$ cat src/design/cda_pkg.sv
// ----------------------------------------------------------------------------
// cda_pkg
// Types, constants and calendar helpers for the date advance block.
// ----------------------------------------------------------------------------
package cda_pkg;

  localparam int MAX_YEAR       = 9999;
  localparam int YEAR_FIELD_MAX = 16383;
  localparam int YEAR_W         = 14;
  localparam int MONTH_W        = 4;
  localparam int DAY_W          = 5;

  // Largest year the result can carry.
  localparam logic [YEAR_W-1:0] YEAR_LIMIT =
    YEAR_W'((MAX_YEAR < YEAR_FIELD_MAX) ? MAX_YEAR : YEAR_FIELD_MAX);

  // Multiplicative inverse of 25 modulo 2**14 and the divisibility bound.
  localparam logic [YEAR_W-1:0] INV25     = 14'd7209;
  localparam logic [YEAR_W-1:0] DIV25_MAX = 14'd655;

  localparam logic [MONTH_W-1:0] MONTH_JAN = 4'd1;
  localparam logic [MONTH_W-1:0] MONTH_FEB = 4'd2;
  localparam logic [MONTH_W-1:0] MONTH_APR = 4'd4;
  localparam logic [MONTH_W-1:0] MONTH_JUN = 4'd6;
  localparam logic [MONTH_W-1:0] MONTH_SEP = 4'd9;
  localparam logic [MONTH_W-1:0] MONTH_NOV = 4'd11;
  localparam logic [MONTH_W-1:0] MONTH_DEC = 4'd12;

  localparam logic [DAY_W-1:0] LEN_LONG  = 5'd31;
  localparam logic [DAY_W-1:0] LEN_SHORT = 5'd30;
  localparam logic [DAY_W-1:0] LEN_LEAP  = 5'd29;
  localparam logic [DAY_W-1:0] LEN_FEB   = 5'd28;

  localparam logic [1:0] ACT_YEAR  = 2'd0;
  localparam logic [1:0] ACT_MONTH = 2'd1;
  localparam logic [1:0] ACT_DAY   = 2'd2;
  localparam logic [1:0] ACT_NONE  = 2'd3;

  localparam logic [1:0] STATUS_OK      = 2'd0;
  localparam logic [1:0] STATUS_INVALID = 2'd1;
  localparam logic [1:0] STATUS_WRAP    = 2'd2;

  typedef struct packed {
    logic [1:0]         action;
    logic [YEAR_W-1:0]  in_year;
    logic [MONTH_W-1:0] in_month;
    logic [DAY_W-1:0]   in_day;
  } in_item_t;

  typedef struct packed {
    logic [YEAR_W-1:0]  out_year;
    logic [MONTH_W-1:0] out_month;
    logic [DAY_W-1:0]   out_day;
    logic [1:0]         status;
  } out_item_t;

  // Leap test by the 4/100/400 rule; divisibility by 25 via the inverse.
  function automatic logic leap_year(input logic [YEAR_W-1:0] y);
    logic [YEAR_W-1:0] p;
    logic              div25;
    p     = y * INV25;
    div25 = (p <= DIV25_MAX);
    return (y[1:0] == 2'b00) && (!div25 || (y[3:2] == 2'b00));
  endfunction

  function automatic logic [DAY_W-1:0] month_len(input logic leap,
                                                 input logic [MONTH_W-1:0] m);
    logic [DAY_W-1:0] len;
    case (m)
      MONTH_APR, MONTH_JUN, MONTH_SEP, MONTH_NOV: len = LEN_SHORT;
      MONTH_FEB: len = leap ? LEN_LEAP : LEN_FEB;
      default:   len = LEN_LONG;
    endcase
    return len;
  endfunction

endpackage

$ cat src/design/calendar_date_advance.sv
// ----------------------------------------------------------------------------
// calendar_date_advance
// Advances a Gregorian date by one year, one month or one day.
// ----------------------------------------------------------------------------
// One transfer in, one result out. busy is tied low: a new
// date is taken on every cycle that start is high, and each result appears
// on out_data for exactly one cycle with out_strobe high. The receiver cannot
// stall the block, so it must capture every strobed result. Throughput is one
// date per clock; latency is set by the input register and the result
// register, with the whole date arithmetic in one short pass between them.
// Day overflow carries into the next month (Jan 31 plus one month gives
// Mar 3 in a common year), December carries into the year, and a year past
// the limit wraps to zero with status STATUS_WRAP. An invalid date passes
// through unchanged with status STATUS_INVALID.
// ----------------------------------------------------------------------------
module calendar_date_advance (
  input  logic               clk,
  input  logic               rst_n,
  input  logic               start,
  output logic               busy,
  input  cda_pkg::in_item_t  in_data,
  output logic               out_strobe,
  output cda_pkg::out_item_t out_data
);
  import cda_pkg::*;

  logic      in_valid_r;
  in_item_t  in_data_r;
  logic      out_valid_r;
  out_item_t out_data_r;
  out_item_t out_data_nxt;

  // Fields of the held date.
  logic [YEAR_W-1:0]  y;
  logic [MONTH_W-1:0] m;
  logic [DAY_W-1:0]   d;

  // Year and month one step on, with wrap flag.
  logic [YEAR_W-1:0]  y_inc;
  logic               y_wrap;
  logic [MONTH_W-1:0] m_inc;
  logic               leap0;
  logic               leap1;
  logic               date_ok;

  // After the chosen step.
  logic [YEAR_W-1:0]  y1;
  logic [MONTH_W-1:0] m1;
  logic [DAY_W:0]     d1;
  logic               lp1;
  logic               w1;
  logic [DAY_W-1:0]   len1;
  logic [DAY_W:0]     d_excess;

  // The block never holds off a transfer.
  assign busy = 1'b0;

  assign y = in_data_r.in_year;
  assign m = in_data_r.in_month;
  assign d = in_data_r.in_day;

  assign y_wrap = (y >= YEAR_LIMIT);
  assign y_inc  = y_wrap ? '0 : y + 1'b1;
  assign m_inc  = (m == MONTH_DEC) ? MONTH_JAN : m + 1'b1;

  // Leap status of this year and of the next one, in parallel.
  assign leap0 = leap_year(y);
  assign leap1 = leap_year(y_inc);

  assign date_ok = (m >= MONTH_JAN) && (m <= MONTH_DEC) && (d != '0) &&
                   (d <= month_len(leap0, m)) && (y <= YEAR_LIMIT);

  always_comb begin
    y1  = y;
    m1  = m;
    d1  = {1'b0, d};
    lp1 = leap0;
    w1  = 1'b0;
    case (in_data_r.action)
      ACT_YEAR: begin
        y1  = y_inc;
        lp1 = leap1;
        w1  = y_wrap;
      end
      ACT_MONTH: begin
        m1 = m_inc;
        if (m == MONTH_DEC) begin
          y1  = y_inc;
          lp1 = leap1;
          w1  = y_wrap;
        end
      end
      ACT_DAY: begin
        d1 = {1'b0, d} + 1'b1;
      end
      default: begin
        // ACT_NONE: keep the date as it is.
      end
    endcase
  end

  assign len1     = month_len(lp1, m1);
  assign d_excess = d1 - {1'b0, len1};

  // Fold day overflow into the next month, and December into the year; pass an invalid date through.
  always_comb begin
    out_data_nxt.out_year  = y1;
    out_data_nxt.out_month = m1;
    out_data_nxt.out_day   = d1[DAY_W-1:0];
    out_data_nxt.status    = w1 ? STATUS_WRAP : STATUS_OK;
    if (!date_ok) begin
      out_data_nxt.out_year  = y;
      out_data_nxt.out_month = m;
      out_data_nxt.out_day   = d;
      out_data_nxt.status    = STATUS_INVALID;
    end else if (d1 > {1'b0, len1}) begin
      out_data_nxt.out_day = d_excess[DAY_W-1:0];
      if (m1 == MONTH_DEC) begin
        out_data_nxt.out_month = MONTH_JAN;
        if (y1 >= YEAR_LIMIT) begin
          out_data_nxt.out_year = '0;
          out_data_nxt.status   = STATUS_WRAP;
        end else begin
          out_data_nxt.out_year = y1 + 1'b1;
        end
      end else begin
        out_data_nxt.out_month = m1 + 1'b1;
      end
    end
  end

  // Control flags: clear on reset, advance every cycle.
  always_ff @(posedge clk) begin
    if (!rst_n) begin
      in_valid_r  <= 1'b0;
      out_valid_r <= 1'b0;
    end else begin
      in_valid_r  <= start && !busy;
      out_valid_r <= in_valid_r;
    end
  end

  // Payload: capture on transfer, hold the result for its strobe cycle.
  always_ff @(posedge clk) begin
    if (start && !busy) begin
      in_data_r <= in_data;
    end
    if (in_valid_r) begin
      out_data_r <= out_data_nxt;
    end
  end

  assign out_strobe = out_valid_r;
  assign out_data   = out_data_r;

endmodule
$ cat config.mk
export PLATFORM = sky130hd
export DESIGN_NAME = calendar_date_advance
export DESIGN_NICKNAME = d
export VERILOG_FILES = /design/src/design/cda_pkg.sv /design/src/design/calendar_date_advance.sv
export SDC_FILE = /design/constraint.sdc
export NUM_CORES = 1
export LEC_CHECK = 0
export BUFFER_PORTS_ARGS = -buffer_cell sky130_fd_sc_hd__buf_4
export CAP_MARGIN = 20
export CELL_PAD_IN_SITES_DETAIL_PLACEMENT = 0
export CELL_PAD_IN_SITES_GLOBAL_PLACEMENT = 2
export CORE_MARGIN = 5
export CORE_UTILIZATION = 39
export CTS_CLUSTER_DIAMETER = 50
export DETAILED_ROUTE_END_ITERATION = 7
export PLACE_DENSITY = 0.84
export SKIP_LAST_GASP = 1
export SLEW_MARGIN = 10
export SYNTH_ARGS = -nofsm -noshare
export SYNTH_HDL_FRONTEND = slang
export SYNTH_SLANG_ARGS = --single-unit
export TNS_END_PERCENT = 50
$ cat constraint.sdc
create_clock -name clk -period 8.9 [get_ports clk]
set_input_delay 0.89 -clock clk [delete_from_list [all_inputs] [get_ports clk]]
set_output_delay 0.89 -clock clk [all_outputs]
set_load 0.01 [all_outputs]
==> results.json <==
{
  "swShare_pct": 41.98,
  "grt_pass1_wl_um": 27480,
  "core_um2": 15830,
  "vdd_drop_max_mv": 0.08947,
  "post-route-min-period_ns": 8.181,
  "finalInstanceArea_um2": 7113,
  "startpoint_type": "flip-flop",
  "diodes": 0,
  "hp-class": "flip-flop to flip-flop",
  "timing_worst_setup_path_type": "flip-flop to flip-flop",
  "grt_pass1_vias": 5272,
  "relSlewSlack_pct": 43.19,
  "synthFlopType": "edfxtp_1",
  "place_ws_ns": 0.6754,
  "drv_cap": 0,
  "grt-ovfl-total": 0,
  "cts_buffers": 5,
  "ant_nets": 0,
  "powerDensity_nw_per_um2": 180.1,
  "layout_commonest_cell": "ha_1",
  "arrival_ns": 8.35,
  "vias": 5249,
  "drt_iter0_drc": 375,
  "start_util_pct": 39.60,
  "ios": 55,
  "worst-r2r-setup-slack_ns": 0.72,
  "layout_common_cells": "95 x ha_1, 87 x inv_1, 72 x buf_4, 50 x edfxtp_1, 45 x nand2_1",
  "endpoint": "out_data[19]",
  "wl_per_cell_um": 17.59,
  "num_rows": 46,
  "rsz0062_at_grt": "false",
  "end_kind": "flip-flop",
  "hold_buffers": 0,
  "switchingPower_mw": 0.5379,
  "drt-total-wl_um": 16790,
  "hpwlAfterDp_um": 13270,
  "cpMostUsedCell": "ha_1",
  "slew_violations": 0,
  "die_w_um": 136.8,
  "crit_required_ns": 9.07,
  "htreeDepth": 2,
  "power_frac_clock_pct": 16.3,
  "p_leak_nw": 3.143,
  "reg2reg_depth": 31,
  "cts_buffer_depth": 2,
  "drc_errors": 0,
  "fp.dieH_um": 136.8,
  "yosysTopAreaCellShare_pct": 23.95,
  "vias_per_cell": 5.496,
  "seq_area_frac_synth_pct": 24.59,
  "critPathMaxStageDelay_ns": 0.61,
  "cts_tree": "yes",
  "cts.sink_count": 52,
  "tns_ns": 0,
  "grt_use_total_pct": 18.71,
  "port_buffers": 53,
  "seqPwrFrac_pct": 25.1,
  "clockRootBuffer": "clkbuf_16",
  "r2r_end": "out_data[19]",
  "ys_ff_latch": 52,
  "r2r_start": "y[1]",
  "synth_warnings": 0,
  "syn2layout_area_growth_pct": 13.47,
  "drt_first_pass_iters": 5,
  "synth.cell_area_um2": 6269,
  "die-area_um2": 18710,
  "synth_area_leaders": "edfxtp_1 24%, ha_1 19%, fa_1 7.3%, inv_1 5.2%, xnor2_1 5.0%",
  "fin_crit_sh_pct": 91.92,
  "layout.cells.non_filler": 955,
  "worstSetupStartpoint": "y[1]",
  "setup_slack_ns": 0.7190,
  "path_max_fanout": 11,
  "worst_pin_slew_ns": 0.8521,
  "syn_avg_cell_area_um2": 9.059,
  "dp.cells": 941,
  "clk_latency_ns": 0.31,
  "globalplace.congestion": 0.8720,
  "synth_edf_count": 50,
  "grt_start_max_net_pins": 31,
  "status": "completed",
  "placed_area_um2": 6909,
  "num-nets-final": 884,
  "synthCells": 692,
  "clock_skew_ns": 0.008754,
  "p_comb_share_pct": 58.5,
  "antenna_found_initial": 0,
  "async_flop_share_pct": 0,
  "max_freq_mhz": 122.2,
  "critPathSlowestCell": "a2111oi_0",
  "hold_viol": 0,
  "synth_nets": 838,
  "synthDistinctLibCells": 81,
  "setup_viol": 0,
  "synth_area_leader_cell": "edfxtp_1",
  "clk_pin_slew_worst_paths_ns": 0.08,
  "drive_above_1_share_pct": 13.94,
  "p_int_mw": 0.7434
}
-- area by class of cell --
| class | count | area, um2 |
|---|---|---|
| fill | 1536 | 8715 |
| multi-input combinational | 519 | 4278 |
| sequential | 52 | 1541 |
| timing repair buffer | 72 | 540.5 |
| inverter | 88 | 330.3 |
| tap | 216 | 270.3 |
| clock buffer | 5 | 125.1 |
| clock inverter | 3 | 27.53 |
-- logic make-up after synthesis --
| group | Yosys count | share of synthesized area [%] |
|---|---|---|
| simple gates | 187 | 16.13 |
| compound gates | 154 | 16.61 |
| buf+inv | 121 | 7.545 |
| fa+ha+maj | 118 | 26.31 |
| flops | 52 | 24.59 |
| xor+xnor | 49 | 7.066 |
| mux | 10 | 1.697 |
| other cells | 1 | 0.05982 |
-- metal layers --
metal  vias to the layer above  part of all wire (%)  GRT usage (%)
met3                        41                   6.5          3.493
met4                         0                   2.9          6.430
li1                       2550                     -              -
met1                      2471                    42          23.52
met2                       187                    48          32.23
met5                         -                     0              0
-- stage by stage --
| stage | util, % | total power, mW | hold WS, ns |
|---|---|---|---|
| 3_5_place_dp | 43.65 | 1.077 | 0.4526 |
| 6_report | 44.94 | 1.281 | 0.4625 |
| 4_1_cts | 44.62 | 1.293 | 0.4711 |
| 2_1_floorplan | - | 0.8933 | 0.5962 |
| 3_3_place_gp | 43.65 | 1.065 | 0.4526 |
| 5_1_grt | 44.94 | 1.407 | 0.5007 |
-- worst min-delay path by stage --
stage                  endpoint  startpoint  cells past startpoint
floorplan           out_data[8]        m[1]                      2
global placement     out_strobe  in_valid_r                      1
detailed placement   out_strobe  in_valid_r                      1
CTS                  out_strobe  in_valid_r                      1
global route         out_strobe  in_valid_r                      1
finish               out_strobe  in_valid_r                      1
-- cells in the mapped netlist (4+ instances only) --
master and n:
or3_1 6, nand2_1 45, fa_1 23, xor2_1 12, inv_1 87, buf_2 6
nor4_1 6, nor2b_1 5, nand4_1 11, o21ai_1 5, a21oi_1 40, and3_1 6
a21o_1 8, and4_1 5, clkbuf_1 22, a22oi_1 5, a31oi_1 8, a21boi_0 4
nand3_1 12, nor2_1 40, o21a_1 5, mux2i_1 5, mux2_2 5, edfxtp_1 50
nor3b_1 5, nand3b_1 4, o21ai_0 27, ha_1 95, nor3_1 11, and2_1 5
o31ai_1 4, a22o_1 6, xnor2_1 36, a211oi_1 4, o211ai_1 4
-- worst max-delay path: cells and delay by family (launching register included) --
family	cells	cell delay [ns]
xor+xnor	1	0.40
fa+ha+maj	9	3.21
simple gates	5	0.98
buf+inv	5	0.53
flops	1	0.55
compound gates	11	2.32
-- sequential cells by signal (all words and copies together), names as in the netlist --
name / flops
out_data: 25
y: 14
d: 5
m: 4
in_data_r: 2
in_valid_r: 1
out_strobe: 1
-- power groups by stage --
| stage | combinational (mW) | clock (mW) | sequential [mW] |
|---|---|---|---|
| after detailed placement | 0.749 | 0 | 0.328 |
| after global placement | 0.737 | 0 | 0.328 |
| after global routing | 0.856 | 0.225 | 0.326 |
| after CTS | 0.753 | 0.217 | 0.322 |
| final | 0.750 | 0.209 | 0.322 |
| after floorplan | 0.571 | 0 | 0.323 |
-- timing repair --
item / in CTS / in global routing
resized for setup: 0 / 1
setup endpoints to repair: 0 / 6
buffers inserted: 0 / 6
Power figures use the tool's default switching activity.
